File: src/sv/bgs_pkg.sv
`default_nettype none
// ----------------------------------------------------------------------------
// bgs_pkg: shared types and widths for the battery gauge smoother
// Field widths of the request and result channels, the operation codes and
// the item that passes from the voltage front end to the gauge stages.
// ----------------------------------------------------------------------------
package bgs_pkg;

    localparam int SAMPLE_W = 12;   // ADC reading in millivolts
    localparam int MV_W     = 14;   // battery millivolts
    localparam int HYST_W   = 10;   // hysteresis register
    localparam int PCT_W    = 7;    // whole percent

    typedef enum logic
    {
        OP_SAMPLE = 1'b0,
        OP_HOLD   = 1'b1
    } op_t;

    // One item leaving the front end: either a finished batch with its
    // scaled battery voltage, or a hold request that only reads the state.
    typedef struct packed
    {
        logic            hold;
        logic [MV_W-1:0] mv;
    } bgs_item_t;

endpackage
`default_nettype wire

File: src/sv/bgs_voltage.sv
`default_nettype none
// ----------------------------------------------------------------------------
// bgs_voltage: sample accumulator and voltage scaling front end
// Sums ADC readings over one batch, divides by the batch size through a
// reciprocal multiply and scales the average by 204/100 to battery
// millivolts. Hold requests pass straight through in order.
// ----------------------------------------------------------------------------
module bgs_voltage #(
    parameter int SAMPLES_PER_READING = 16
) (
    input  wire logic                         clk,
    input  wire logic                         rst_n,
    input  wire logic                         req_valid,
    output logic                              req_ready,
    input  wire logic                         operation,
    input  wire logic [bgs_pkg::SAMPLE_W-1:0] sample_mv,
    output logic                              item_valid,
    input  wire logic                         item_ready,
    output bgs_pkg::bgs_item_t                item
);
    import bgs_pkg::*;

    localparam int COUNT_W   = (SAMPLES_PER_READING > 1) ? $clog2(SAMPLES_PER_READING) : 1;
    localparam int SUM_W     = SAMPLE_W + $clog2(SAMPLES_PER_READING);
    localparam int DIV_SHIFT = SUM_W + $clog2(SAMPLES_PER_READING);
    localparam int MULT_W    = SUM_W + 2;
    localparam int PROD_W    = SUM_W + MULT_W;
    localparam longint unsigned DIV_MULT_WIDE =
        ((64'd1 << DIV_SHIFT) + 64'(SAMPLES_PER_READING) - 64'd1) / 64'(SAMPLES_PER_READING);
    localparam logic [MULT_W-1:0]  DIV_MULT   = MULT_W'(DIV_MULT_WIDE);
    localparam logic [COUNT_W-1:0] LAST_COUNT = COUNT_W'(SAMPLES_PER_READING - 1);

    // avg * 204 / 100 == avg * 51 / 25, exact for any 12-bit average.
    localparam int              BATT_RECIP_W = 19;
    localparam int              BATT_SHIFT   = 17;
    localparam int              BATT_PROD_W  = SAMPLE_W + BATT_RECIP_W;
    localparam logic [BATT_RECIP_W-1:0] BATT_RECIP = 19'd267387;

    logic [COUNT_W-1:0]     count_reg, count_next;
    logic [SUM_W-1:0]       sum_reg, sum_next, sum_total;
    logic                   s1_valid_reg, s1_valid_next, s1_hold_reg;
    logic [SUM_W-1:0]       s1_sum_reg;
    logic                   s2_valid_reg, s2_valid_next, s2_hold_reg;
    logic [SAMPLE_W-1:0]    s2_avg_reg;
    logic                   s3_valid_reg, s3_valid_next;
    bgs_item_t              s3_item_reg;
    logic                   s1_open, s2_open, s3_open;
    logic                   accept, batch_done;
    logic [PROD_W-1:0]      avg_prod;
    logic [BATT_PROD_W-1:0] batt_prod;

    assign s3_open   = ~s3_valid_reg | item_ready;
    assign s2_open   = ~s2_valid_reg | s3_open;
    assign s1_open   = ~s1_valid_reg | s2_open;
    assign req_ready = s1_open;
    assign accept    = req_valid & req_ready;

    assign batch_done = (count_reg == LAST_COUNT);
    assign sum_total  = sum_reg + SUM_W'(sample_mv);

    assign avg_prod  = PROD_W'(s1_sum_reg) * PROD_W'(DIV_MULT);
    assign batt_prod = BATT_PROD_W'(s2_avg_reg) * BATT_PROD_W'(BATT_RECIP);

    always_comb
    begin
        count_next    = count_reg;
        sum_next      = sum_reg;
        s1_valid_next = s1_open ? 1'b0 : s1_valid_reg;
        if (accept)
        begin
            if (operation == OP_HOLD)
            begin
                s1_valid_next = 1'b1;
            end
            else if (batch_done)
            begin
                s1_valid_next = 1'b1;
                count_next    = '0;
                sum_next      = '0;
            end
            else
            begin
                count_next = count_reg + 1'b1;
                sum_next   = sum_total;
            end
        end
    end

    assign s2_valid_next = s2_open ? s1_valid_reg : s2_valid_reg;
    assign s3_valid_next = s3_open ? s2_valid_reg : s3_valid_reg;

    always_ff @(posedge clk or negedge rst_n)
    begin
        if (!rst_n)
        begin
            count_reg    <= '0;
            sum_reg      <= '0;
            s1_valid_reg <= 1'b0;
            s2_valid_reg <= 1'b0;
            s3_valid_reg <= 1'b0;
        end
        else
        begin
            count_reg    <= count_next;
            sum_reg      <= sum_next;
            s1_valid_reg <= s1_valid_next;
            s2_valid_reg <= s2_valid_next;
            s3_valid_reg <= s3_valid_next;
        end
    end

    always_ff @(posedge clk)
    begin
        if (s1_open)
        begin
            s1_hold_reg <= operation;
            s1_sum_reg  <= sum_total;
        end
        if (s2_open)
        begin
            s2_hold_reg <= s1_hold_reg;
            s2_avg_reg  <= avg_prod[DIV_SHIFT +: SAMPLE_W];
        end
        if (s3_open)
        begin
            s3_item_reg.hold <= s2_hold_reg;
            s3_item_reg.mv   <= batt_prod[BATT_SHIFT +: MV_W];
        end
    end

    assign item_valid = s3_valid_reg;
    assign item       = s3_item_reg;

    // The batch counter never runs past the last reading of a batch.
    assert property (@(posedge clk) disable iff (!rst_n) count_reg <= LAST_COUNT)
        else $error("bgs_voltage: batch counter out of range");

    // A hold request leaves the partial batch untouched.
    assert property (@(posedge clk) disable iff (!rst_n)
        (accept && operation == OP_HOLD) |=> ($stable(sum_reg) && $stable(count_reg)))
        else $error("bgs_voltage: hold request disturbed the batch");

    // The last reading of a batch launches a batch item and clears the sum.
    assert property (@(posedge clk) disable iff (!rst_n)
        (accept && operation == OP_SAMPLE && batch_done)
            |=> (s1_valid_reg && !s1_hold_reg && sum_reg == '0))
        else $error("bgs_voltage: completed batch not launched");

endmodule
`default_nettype wire

File: src/sv/battery_gauge_smoother.sv
`default_nettype none
// ----------------------------------------------------------------------------
// battery_gauge_smoother: battery fuel gauge with hysteresis and smoothing
// Path: a request passes S1, S2, S3, B, C and D before its result leaves the output register.
// Throughput: one request per cycle while the output is not stalled; every stage is a single registered pass.
// Reset: state, counters and stage valids clear, hysteresis returns to 30 mV.
// The held voltage and smoothed percent feed back only within one stage each.
// ----------------------------------------------------------------------------
//
// Pipeline overview
//
//   request -> S1 sum -> S2 average -> S3 battery mV   (bgs_voltage)
//           -> B held voltage -> C raw percent -> D smoothed tenths
//           -> output register (percent, battery_mv)
//
// A sample request that does not complete a batch only updates the running
// sum and count at the moment it is accepted; it creates no pipeline item and
// so no result. The last sample of a batch and every hold request each start
// one item, and items travel strictly in order.
//
// The two pieces of feedback state are each updated by a single stage. The
// held voltage changes as a batch item moves into stage B, and the smoothed
// tenths change as a batch item moves into stage D. A hold item reads the
// same registers at the same points, so it always sees every earlier batch
// and none of the later ones, exactly as if the requests were handled one by
// one. Because each loop closes within its own stage, a new batch may follow its
// predecessor immediately, even with a batch size of one.
//
// Each stage moves forward whenever it is empty or its successor can take its
// item, so bubbles close up and requests are still accepted while a finished
// result waits at the output for the consumer.
// ----------------------------------------------------------------------------
module battery_gauge_smoother #(
    parameter int SAMPLES_PER_READING = 16
) (
    input  wire logic                         clk,
    input  wire logic                         rst_n,
    input  wire logic                         cfg_we,
    input  wire logic [bgs_pkg::HYST_W-1:0]   cfg_wdata,
    input  wire logic                         req_valid,
    output logic                              req_ready,
    input  wire logic                         operation,
    input  wire logic [bgs_pkg::SAMPLE_W-1:0] sample_mv,
    output logic                              res_valid,
    input  wire logic                         res_ready,
    output logic [bgs_pkg::PCT_W-1:0]         percent,
    output logic [bgs_pkg::MV_W-1:0]          battery_mv
);
    import bgs_pkg::*;

    localparam int TENTHS_W = 11;
    localparam int OFF_W    = 10;

    localparam logic [HYST_W-1:0]   HYST_RESET  = 10'd30;
    localparam logic [MV_W-1:0]     EMPTY_MV    = 14'd3300;
    localparam logic [MV_W-1:0]     FULL_MV     = 14'd4200;
    localparam logic [PCT_W-1:0]    PCT_FULL    = 7'd100;
    localparam logic [TENTHS_W-1:0] TENTHS_MAX  = 11'd1000;
    localparam logic [TENTHS_W-1:0] TENTHS_PER  = 11'd10;

    // (held - 3300) * 100 / 900 is the same as the offset divided by 9.
    localparam int              RAW_SHIFT = 13;
    localparam int              RAW_PROD_W = 2 * OFF_W;
    localparam logic [OFF_W-1:0] RAW_RECIP = 10'd911;

    // floor(tenths * 9 / 10), exact for any 11-bit value.
    localparam int              KEEP_SHIFT  = 15;
    localparam int              KEEP_PROD_W = 26;
    localparam logic [14:0]     KEEP_RECIP  = 15'd29492;

    // tenths / 10 to whole percent, exact for any 11-bit value.
    localparam int              PCT_SHIFT  = 14;
    localparam int              PCT_PROD_W = 2 * TENTHS_W;
    localparam logic [TENTHS_W-1:0] PCT_RECIP = 11'd1639;

    // Configuration and feedback state.
    logic [HYST_W-1:0]   hyst_reg;
    logic [MV_W-1:0]     held_reg, held_next;
    logic [TENTHS_W-1:0] smooth_reg, smooth_next;

    // Front end output.
    logic      item_valid;
    logic      item_ready;
    bgs_item_t item;

    // Stage B: held voltage after hysteresis.
    logic            b_valid_reg, b_valid_next, b_hold_reg;
    logic [MV_W-1:0] b_mv_reg;

    // Stage C: raw percent from the held voltage.
    logic             c_valid_reg, c_valid_next, c_hold_reg;
    logic [PCT_W-1:0] c_raw_reg;
    logic [MV_W-1:0]  c_mv_reg;

    // Stage D: smoothed percent in tenths.
    logic                d_valid_reg, d_valid_next;
    logic [TENTHS_W-1:0] d_tenths_reg;
    logic [MV_W-1:0]     d_mv_reg;

    // Output register.
    logic             res_valid_reg, res_valid_next;
    logic [PCT_W-1:0] pct_reg;
    logic [MV_W-1:0]  batt_reg;

    logic b_open, c_open, d_open, out_open;

    logic [MV_W-1:0]        held_diff;
    logic [OFF_W-1:0]       held_off;
    logic [RAW_PROD_W-1:0]  raw_prod;
    logic [PCT_W-1:0]       raw_val;
    logic [KEEP_PROD_W-1:0] keep_prod;
    logic [PCT_PROD_W-1:0]  pct_prod;

    bgs_voltage #(
        .SAMPLES_PER_READING (SAMPLES_PER_READING)
    ) u_voltage (
        .clk        (clk),
        .rst_n      (rst_n),
        .req_valid  (req_valid),
        .req_ready  (req_ready),
        .operation  (operation),
        .sample_mv  (sample_mv),
        .item_valid (item_valid),
        .item_ready (item_ready),
        .item       (item)
    );

    // Each stage may load when it is empty or its own item is leaving.
    assign out_open   = ~res_valid_reg | res_ready;
    assign d_open     = ~d_valid_reg | out_open;
    assign c_open     = ~c_valid_reg | d_open;
    assign b_open     = ~b_valid_reg | c_open;
    assign item_ready = b_open;

    assign b_valid_next   = b_open   ? item_valid  : b_valid_reg;
    assign c_valid_next   = c_open   ? b_valid_reg : c_valid_reg;
    assign d_valid_next   = d_open   ? c_valid_reg : d_valid_reg;
    assign res_valid_next = out_open ? d_valid_reg : res_valid_reg;

    // Hysteresis: a zero held voltage always takes the new value, otherwise
    // only a change of at least the programmed threshold is taken.
    assign held_diff = (item.mv >= held_reg) ? (item.mv - held_reg) : (held_reg - item.mv);

    always_comb
    begin
        held_next = held_reg;
        if (item_valid && b_open && !item.hold)
        begin
            if (held_reg == '0 || held_diff >= MV_W'(hyst_reg))
            begin
                held_next = item.mv;
            end
        end
    end

    // Linear map from 3300 mV to 4200 mV onto 0 to 100 percent.
    assign held_off = OFF_W'(b_mv_reg - EMPTY_MV);
    assign raw_prod = RAW_PROD_W'(held_off) * RAW_PROD_W'(RAW_RECIP);

    always_comb
    begin
        if (b_mv_reg >= FULL_MV)
        begin
            raw_val = PCT_FULL;
        end
        else if (b_mv_reg > EMPTY_MV)
        begin
            raw_val = raw_prod[RAW_SHIFT +: PCT_W];
        end
        else
        begin
            raw_val = '0;
        end
    end

    // Smoothing keeps nine tenths of the old value and adds the new percent;
    // a smoothed value of zero is reloaded from the raw percent instead.
    assign keep_prod = KEEP_PROD_W'(smooth_reg) * KEEP_PROD_W'(KEEP_RECIP);

    always_comb
    begin
        smooth_next = smooth_reg;
        if (c_valid_reg && d_open && !c_hold_reg)
        begin
            if (smooth_reg == '0)
            begin
                smooth_next = TENTHS_W'(c_raw_reg) * TENTHS_PER;
            end
            else
            begin
                smooth_next = TENTHS_W'(c_raw_reg) + keep_prod[KEEP_SHIFT +: TENTHS_W];
            end
        end
    end

    assign pct_prod = PCT_PROD_W'(d_tenths_reg) * PCT_PROD_W'(PCT_RECIP);

    always_ff @(posedge clk or negedge rst_n)
    begin
        if (!rst_n)
        begin
            hyst_reg      <= HYST_RESET;
            held_reg      <= '0;
            smooth_reg    <= '0;
            b_valid_reg   <= 1'b0;
            c_valid_reg   <= 1'b0;
            d_valid_reg   <= 1'b0;
            res_valid_reg <= 1'b0;
        end
        else
        begin
            if (cfg_we)
            begin
                hyst_reg <= cfg_wdata;
            end
            held_reg      <= held_next;
            smooth_reg    <= smooth_next;
            b_valid_reg   <= b_valid_next;
            c_valid_reg   <= c_valid_next;
            d_valid_reg   <= d_valid_next;
            res_valid_reg <= res_valid_next;
        end
    end

    // Payload registers. A hold item picks up the current state on its way
    // through, a batch item picks up the freshly updated state.
    always_ff @(posedge clk)
    begin
        if (b_open)
        begin
            b_hold_reg <= item.hold;
            b_mv_reg   <= held_next;
        end
        if (c_open)
        begin
            c_hold_reg <= b_hold_reg;
            c_raw_reg  <= raw_val;
            c_mv_reg   <= b_mv_reg;
        end
        if (d_open)
        begin
            d_tenths_reg <= smooth_next;
            d_mv_reg     <= c_mv_reg;
        end
        if (out_open)
        begin
            pct_reg  <= pct_prod[PCT_SHIFT +: PCT_W];
            batt_reg <= d_mv_reg;
        end
    end

    assign res_valid  = res_valid_reg;
    assign percent    = pct_reg;
    assign battery_mv = batt_reg;

    // A batch arriving while the held voltage is zero is always taken.
    assert property (@(posedge clk) disable iff (!rst_n)
        (item_valid && item_ready && !item.hold && held_reg == '0)
            |=> (held_reg == $past(item.mv)))
        else $error("battery_gauge_smoother: zero held voltage not reloaded");

    // A hold item carries the held voltage as it stood when it entered.
    assert property (@(posedge clk) disable iff (!rst_n)
        (item_valid && item_ready && item.hold)
            |=> (b_valid_reg && b_hold_reg && b_mv_reg == $past(held_reg)))
        else $error("battery_gauge_smoother: hold item took a stale voltage");

    // A hold item never changes the smoothed percent.
    assert property (@(posedge clk) disable iff (!rst_n)
        (c_valid_reg && d_open && c_hold_reg) |=> $stable(smooth_reg))
        else $error("battery_gauge_smoother: hold item changed the smoothing");

    // The smoothed value stays within 0 to 100.0 percent.
    assert property (@(posedge clk) disable iff (!rst_n)
        (d_valid_reg || c_valid_reg) |-> (smooth_reg <= TENTHS_MAX))
        else $error("battery_gauge_smoother: smoothed percent out of range");

endmodule
`default_nettype wire
File: config.mk
export PLATFORM = sky130hd
export DESIGN_NAME = battery_gauge_smoother
export DESIGN_NICKNAME = d
export VERILOG_FILES = /design/src/sv/bgs_pkg.sv /design/src/sv/bgs_voltage.sv /design/src/sv/battery_gauge_smoother.sv
export SDC_FILE = /design/constraint.sdc
export NUM_CORES = 1
export LEC_CHECK = 0
export ABC_AREA = 1
export BUFFER_PORTS_ARGS = -buffer_cell sky130_fd_sc_hd__buf_2
export CORE_MARGIN = 2
export CORE_UTILIZATION = 40
export DETAILED_ROUTE_END_ITERATION = 8
export PLACE_DENSITY = 0.66
export SETUP_SLACK_MARGIN = 0.15
export SYNTH_ARGS = -nofsm -noshare
export SYNTH_HDL_FRONTEND = slang
export SYNTH_SLANG_ARGS = --single-unit
File: constraint.sdc
create_clock -name clk -period 7.5 [get_ports clk]
set_input_delay 1.5 -clock clk [delete_from_list [all_inputs] [get_ports clk]]
set_output_delay 1.5 -clock clk [all_outputs]
set_load 0.05 [all_outputs]
==> results.yml, run 1 <==
worst_setup_path:
  start_kind: "flop"
  cp-startpoint: "smooth_reg[2]$_DFF_PN0_"
  critical_path_arrival_ps: 6700
  critPathSlowestCell: "dfrtp_1"
  slowest_delay_ps: 610
  crit_type: "reg -> reg"
  crit_fanout: 10
  reg2reg_slack_ps: 1000
  crit_buf_inv: 7
  required_ps: 7700
  crit_path_end_kind: "flop"
  cp_top_family: "adder cells"
  r2r-end: "d_tenths_reg[8]$_DFFE_PP_"
  cp.depth: 32
  worst_r2r_path_depth: 32
  regToRegStartpoint: "smooth_reg[2]$_DFF_PN0_"
  crit_end: "d_tenths_reg[8]$_DFFE_PP_"
clocking:
  clk-insertion-delay-late_ps: 460
  cts-buffers-inserted: 17
  clockBufferDepth: 2
  htreeDepth: 4
  clkSinkCount: 186
  cts_resized: 0
  hold_buffers: 0
  clkTransAtPathRegs_ps: 80
  root_buffer: "clkbuf_16"
  cts_tree: "built"
  post_cts_buffers: 0
floorplan:
  die_area_um2: 49900
  fp.dieW_um: 223
  rows: 80
  core_area_um2: 47600
  start_util_pct: 40.4
  chipHeight_um: 223
  boundaryPins: 51
yosys:
  synth-warning-count: 0
  synth_nets: 2618
  synth_edf_count: 124
  synth_seq_cells: 186
  ys_types: 52
  synthArstFlopShare_pct: 33.3
  ys.flop_type: "edfxtp_1"
  ys_seq_area_share_pct: 27.4
  syn_inst: 2083
  avgSynthCellArea_um2: 9.25
  synth_area_um2: 19300
sta:
  post-route-period-util_pct: 86.6
  fin_ws_ps: 1000
  relSlewSlack_pct: 36.4
  max_slew.worst_pin.slew_ps: 955
  setup_viol: 0
  fmax_mhz: 154
  finalHoldViolCount: 0
  finalClockSkew_ps: 18.4
  report.final.slew_viol_count: 0
  rsz0062_at_grt: "false"
  setup_tns_ps: 0
  period_minus_slack_ps: 6500
detailed_routing:
  drtPass1Iterations: 8
  route.met3.wl_um: 1430
  route.met2.wl_um: 21200
  top_layer_used: "met5"
  avgRoutedWirePerCell_um: 15.3
  wirelength_um: 42400
  met1_length_um: 18900
  viasPerCell: 5.03
  route.vias.total: 13900
  dr.first_iter.drc_count: 769
  route.detailed.drc: 0
  postRouteAntennaNets: 0
final_layout:
  final_common_cell: "inv_1"
  final_cell_mix: "inv_1, ha_1, nand2_1, fa_1, a21oi_1"
  drive_above_1_share_pct: 6.13
  largest_reg_flops: 16
  nets: 2677
  fillerInstances: 4573
  synthToLayoutAreaGrowth_pct: 8.12
  n_antenna_cell: 0
global_route:
  grt_first_pass_wirelength_um: 71900
  antenna_found_initial: 1
  overflow: 0
  grt_pass1_vias: 14600
  grtUsageTotal_pct: 17.9
  grt_max_degree: 63
place:
  hpwl_um: 36100
  place.port_buffers: 50
  place_congestion: 0.940
  pre_cts_ws_ps: 1060
run:
  maxCapViolations: 0
worst_hold_path:
  hp-class: "reg -> reg"
run_status:
  status: "finished clean"
## synthesized netlist by cell type (2+ instances only)
cell type	number	area share, %
inv_1	448	8.7
ha_1	357	23
nand2_1	316	6.2
fa_1	150	16
a21oi_1	126	3.3
edfxtp_1	124	19
o21ai_0	89	2.3
nor2_1	82	1.6
nand3_1	80	2.1
dfrtp_1	58	7.5
xor2_1	50	2.3
xnor2_1	29	1.3
nand4_1	17	0.55
a31oi_1	16	0.52
a21o_1	13	0.51
nor3_1	11	0.29
o21bai_1	10	0.39
or2_2	10	0.32
a22o_1	8	0.36
nor2_2	7	0.23
nor4_1	7	0.23
inv_2	6	0.12
nand2_2	6	0.19
o31ai_1	6	0.23
buf_2	5	0.13
clkbuf_1	4	0.078
dfstp_2	4	0.55
o22ai_1	4	0.13
a21boi_0	3	0.12
nand3_2	3	0.16
nand3b_1	3	0.12
o211ai_1	3	0.12
a31o_2	2	0.091
and2_1	2	0.065
buf_6	2	0.12
clkinv_1	2	0.039
mux2i_1	2	0.10
nand2_4	2	0.12
o21a_1	2	0.078
o21ai_1	2	0.052
## worst min path at each step
| stage | startpoint | endpoint | slack [ps] | cells past startpoint |
|---|---|---|---|---|
| finish | u_voltage.s1_sum_reg[10]$_DFFE_PN_ | u_voltage.s2_avg_reg[6]$_DFFE_PP_ | 420 | 0 |
| detailed placement | u_voltage.s1_sum_reg[5]$_DFFE_PN_ | u_voltage.s2_avg_reg[1]$_DFFE_PP_ | 400 | 0 |
| global placement | c_mv_reg[12]$_DFFE_PP_ | d_mv_reg[12]$_DFFE_PP_ | 400 | 0 |
| CTS | u_voltage.s1_sum_reg[5]$_DFFE_PN_ | u_voltage.s2_avg_reg[1]$_DFFE_PP_ | 420 | 0 |
| global route | u_voltage.s1_sum_reg[7]$_DFFE_PN_ | u_voltage.s2_avg_reg[3]$_DFFE_PP_ | 430 | 0 |
| floorplan | d_mv_reg[0]$_DFFE_PP_ | battery_mv[0]$_DFFE_PP_ | 400 | 0 |
## cell type report
class                   instances  area (µm²)  share of cell area, %
inverters                     456        1710                   8.22
clock inverters                15         169                  0.811
flip-flops and latches        186        5280                   25.3
multi-input cells            1428       12200                   58.6
clock buffers                  17         425                   2.04
repair buffers                 53         275                   1.32
well taps                     615         769                   3.69
## metal layers
layer | global-route usage (%) | vias up
met5 | 0 | -
met4 | 5.55 | 2
met3 | 2.24 | 65
met2 | 31.3 | 256
met1 | 23.1 | 6710
li1 | - | 6902
## through the flow
stage	cell area (µm²)	utilization (%)	hold slack [ps]	std cells
floorplan	19300	-	400	2083
global placement	20200	42.5	405	2738
detailed placement	20200	42.5	405	2738
CTS	20800	43.7	422	2770
global route	20800	43.7	429	2770
finish	20800	43.7	421	2770
## worst reg2reg max path, delay by kind of cell, from the launching register on
kind,cells,cell delay [ps]
adders and majority gates,7,2890
and+or+nand+nor,13,1540
DFF,1,610
buffers and inverters,7,500
AOI/OAI and AO/OA,4,500
xor gates and xnor gates,1,220
## cells by family after synthesis
kind of cell | after synthesis | synth area share, %
xor gates and xnor gates | 80 | 3.68
DFF | 186 | 27.4
AOI/OAI and AO/OA | 289 | 8.40
muxes | 3 | 0.162
buffers and inverters | 469 | 9.27
and+or+nand+nor | 549 | 12.3
adders and majority gates | 507 | 38.8
Power of run 1 is not shown: default switching activity piles up to over one toggle a cycle in this logic, so the estimate is an artifact.
==> run 2: changes to the inputs <==
--- a/config.mk
+++ b/config.mk
@@ -7,8 +7,10 @@
 export LEC_CHECK = 0
 export ABC_AREA = 1
 export BUFFER_PORTS_ARGS = -buffer_cell sky130_fd_sc_hd__buf_2
+export CORE_ASPECT_RATIO = 0.5
 export CORE_MARGIN = 2
 export CORE_UTILIZATION = 40
+export CTS_BUF_LIST = sky130_fd_sc_hd__clkbuf_16
 export DETAILED_ROUTE_END_ITERATION = 8
 export PLACE_DENSITY = 0.66
 export SETUP_SLACK_MARGIN = 0.15
==> results.yml, run 2 (same netlist as run 1, synthesis figures left out) <==
final_layout:
  drive_above_1_share_pct: 6.17
  multi_input_area_um2: 12200
  stdcell_count: 2795
  fillerInstances: 4544
  largest_reg_flops: 16
  nets: 2679
  final_cell_mix: "inv_1, ha_1, nand2_1, fa_1, a21oi_1"
  final_util_pct: 44.2
  synthToLayoutAreaGrowth_pct: 8.27
  n_antenna_cell: 0
  seq_area_um2: 5280
  final_common_cell: "inv_1"
sta:
  post-route-period-util_pct: 86.3
  rsz0062_at_grt: "false"
  setup_viol: 0
  finalClockSkew_ps: 11.7
  relSlewSlack_pct: 37.9
  max_slew.worst_pin.slew_ps: 932
  report.final.slew_viol_count: 0
  finalHoldViolCount: 0
  fmax_mhz: 154
  period_minus_slack_ps: 6470
  setup_tns_ps: 0
worst_setup_path:
  crit_type: "reg -> reg"
  reg2reg_slack_ps: 1030
  slowest_delay_ps: 630
  required_ps: 7690
  critPathSlowestCell: "dfrtp_1"
  crit_fanout: 10
  start_kind: "flop"
  regToRegStartpoint: "smooth_reg[2]$_DFF_PN0_"
  critical_path_arrival_ps: 6660
  crit_path_end_kind: "flop"
  worst_r2r_path_depth: 32
  r2r-end: "d_tenths_reg[8]$_DFFE_PP_"
detailed_routing:
  postRouteAntennaNets: 0
  viasPerCell: 4.92
  route.detailed.drc: 0
  avgRoutedWirePerCell_um: 14.7
  route.vias.total: 13800
  wirelength_um: 41100
  drtPass1Iterations: 7
  dr.first_iter.drc_count: 790
global_route:
  grt_first_pass_wirelength_um: 69600
  antenna_found_initial: 0
  overflow: 0
  grt_max_degree: 63
  grt_pass1_vias: 14100
  grtUsageTotal_pct: 17.1
place:
  place_congestion: 0.927
  placedCellCount: 2763
  hpwl_um: 34700
  place.port_buffers: 50
floorplan:
  fp.dieW_um: 314
  rows: 56
  chipHeight_um: 159
  start_util_pct: 40.8
  die_area_um2: 50000
  core_area_um2: 47200
  boundaryPins: 51
worst_hold_path:
  hold_depth: 0
  worstHoldStart: "u_voltage.s1_sum_reg[14]$_DFFE_PN_"
  hp-class: "reg -> reg"
  holdPathEnd: "u_voltage.s2_avg_reg[10]$_DFFE_PP_"
run_status:
  status: "finished clean"
clocking:
  htreeDepth: 4
  post_cts_buffers: 0
  clockBufferDepth: 2
  cts_tree: "built"
  cts_resized: 0
  root_buffer: "clkbuf_16"
  clk-insertion-delay-late_ps: 450
  cts-buffers-inserted: 17
  hold_buffers: 0
  clkTransAtPathRegs_ps: 80
  clkSinkCount: 186
run:
  maxCapViolations: 0
==> run 2: cell types whose count changed in the layout (fill, tap and decap cells not counted), sizes merged <==
cell      previous run  this run
buf                 53        55
bufinv               0         1
clkinv               8         4
clkinvlp             0         2
inv                463       464
==> run 2: layout make-up <==
class	count	share of cell area, %
multi-input cells	1428	58.5
flip-flops and latches	186	25.3
inverters	456	8.20
well taps	638	3.83
clock buffers	17	2.04
repair buffers	55	1.38
clock inverters	15	0.750
==> run 2: how the worst max path moves through the flow <==
stage,start,end,slack (ps),cells past startpoint
floorplan,smooth_reg[9]$_DFF_PN0_,d_tenths_reg[8]$_DFFE_PP_,1620,28
global placement,smooth_reg[9]$_DFF_PN0_,d_tenths_reg[8]$_DFFE_PP_,1210,28
detailed placement,smooth_reg[2]$_DFF_PN0_,d_tenths_reg[8]$_DFFE_PP_,1110,32
CTS,smooth_reg[2]$_DFF_PN0_,d_tenths_reg[8]$_DFFE_PP_,1060,32
global route,smooth_reg[2]$_DFF_PN0_,d_tenths_reg[8]$_DFFE_PP_,470,32
finish,smooth_reg[2]$_DFF_PN0_,d_tenths_reg[8]$_DFFE_PP_,1030,32
==> run 2: per-stage QoR <==
step                      hold WS [ps]  instance area (µm²)  worst slack (ps)
after floorplan                    400                19300              1620
after global placement             401                20300              1210
after detailed placement           405                20300              1110
after CTS                          416                20900              1060
after global routing               417                20900               469
final                              414                20900              1030
==> run 2: metal layers <==
metal,vias up,share of wire (%),GRT usage [%]
met2,242,48,29.5
met4,0,1.5,3.66
met5,-,0,0
met1,6578,46,22.3
met3,43,4.4,3.32
li1,6893,-,-
==> run 2: worst max-delay path, delay by kind of cell, from the launching register on <==
kind	cells	cell delay, ps
fa+ha+maj	7	2900
xor+xnor	1	170
simple gates	13	1480
compound gates	4	500
buf+inv	7	540
flops	1	630
Power of run 2 is left out for the same reason.
==> run 3: changes to the inputs <==
--- a/config.mk
+++ b/config.mk
@@ -12,7 +12,8 @@
 export CORE_UTILIZATION = 40
 export CTS_BUF_LIST = sky130_fd_sc_hd__clkbuf_16
 export DETAILED_ROUTE_END_ITERATION = 8
-export PLACE_DENSITY = 0.66
+export PLACE_DENSITY = 0.59
+export REMOVE_ABC_BUFFERS = 1
 export SETUP_SLACK_MARGIN = 0.15
 export SYNTH_ARGS = -nofsm -noshare
 export SYNTH_HDL_FRONTEND = slang
==> results.yml, run 3 (same netlist as run 1, synthesis figures left out) <==
final_layout:
  final_cell_mix: "inv_1, ha_1, nand2_1, fa_1, a21oi_1"
  final_common_cell: "inv_1"
  synthToLayoutAreaGrowth_pct: 8.40
  largest_reg_flops: 16
  drive_above_1_share_pct: 6.08
  fillerInstances: 4598
  nets: 2677
  final_util_pct: 44.2
  multi_input_area_um2: 12200
  seq_area_um2: 5280
  n_antenna_cell: 0
place:
  place_congestion: 0.906
  place.port_buffers: 50
  hpwl_um: 34400
  pre_cts_ws_ps: 1120
floorplan:
  rows: 56
  start_util_pct: 40.8
  chipHeight_um: 159
  core_area_um2: 47200
  fp.dieW_um: 314
  die_area_um2: 50000
  boundaryPins: 51
detailed_routing:
  postRouteAntennaNets: 0
  viasPerCell: 4.84
  dr.first_iter.drc_count: 807
  avgRoutedWirePerCell_um: 14.6
  route.detailed.drc: 0
  drtPass1Iterations: 5
  route.vias.total: 13500
  wirelength_um: 40800
sta:
  setup_tns_ps: 0
  post-route-period-util_pct: 85.6
  period_minus_slack_ps: 6420
  fmax_mhz: 156
  report.final.slew_viol_count: 0
  fin_ws_ps: 1080
  finalHoldViolCount: 0
  max_slew.worst_pin.slew_ps: 941
  relSlewSlack_pct: 37.3
  setup_viol: 0
  finalClockSkew_ps: 20.4
  rsz0062_at_grt: "false"
run:
  maxCapViolations: 0
worst_setup_path:
  critical_path_arrival_ps: 6610
  critPathSlowestCell: "dfrtp_1"
  slowest_delay_ps: 640
  required_ps: 7690
  crit_fanout: 10
  crit_buf_inv: 7
  crit_type: "reg -> reg"
  crit_path_end_kind: "flop"
  cp_top_family: "adder cells"
  start_kind: "flop"
global_route:
  grt_pass1_vias: 13900
  overflow: 0
  grt_max_degree: 63
  antenna_found_initial: 0
  grt_first_pass_wirelength_um: 69500
  grtUsageTotal_pct: 17.1
worst_hold_path:
  hp-class: "reg -> reg"
clocking:
  post_cts_buffers: 0
  clk-insertion-delay-late_ps: 460
  clkSinkCount: 186
  cts_tree: "built"
  htreeDepth: 4
  clkTransAtPathRegs_ps: 70
  root_buffer: "clkbuf_16"
  cts-buffers-inserted: 17
  hold_buffers: 0
  clockBufferDepth: 2
  cts_resized: 0
run_status:
  status: "finished clean"
run 3: path summary, 6_finish.rpt:
kind / startpoint / endpoint / slack, ps / cells past startpoint
setup / recovery: smooth_reg[2]$_DFF_PN0_ / d_tenths_reg[8]$_DFFE_PP_ / 1080 / 32
setup reg to reg: smooth_reg[2]$_DFF_PN0_ / d_tenths_reg[8]$_DFFE_PP_ / 1080 / 32
hold / removal: c_mv_reg[0]$_DFFE_PP_ / d_mv_reg[0]$_DFFE_PP_ / 420 / 0
min in group asynchronous: rst_n / hyst_reg[9]$_DFFE_PN0P_ / 1190 / 1
hold reg to reg: c_mv_reg[0]$_DFFE_PP_ / d_mv_reg[0]$_DFFE_PP_ / 420 / 0
max in group asynchronous: rst_n / held_reg[7]$_DFF_PN0_ / 5680 / 1
run 3: metrics by stage:
stage,instance area [µm²],cells,hold WS [ps]
after floorplan,19200,2070,400
after global placement,20300,2761,401
after detailed placement,20300,2761,405
after CTS,20900,2793,417
after global routing,20900,2793,427
final,20900,2793,416
run 3: final cells by class:
type,count,area share (%)
multi-input combinational,1428,58.4
sequential,186,25.3
inverter,456,8.20
tap,638,3.82
clock buffer,17,2.04
timing repair buffer,53,1.32
clock inverter,15,0.929
run 3: metal layers:
| metal | track usage [%] | routed length [µm] |
|---|---|---|
| met2 | 28.3 | 19000 |
| met4 | 3.40 | 490 |
| met3 | 2.54 | 1180 |
| met5 | 0 | 0 |
| met1 | 23.9 | 20200 |
Power of run 3 is left out for the same reason.
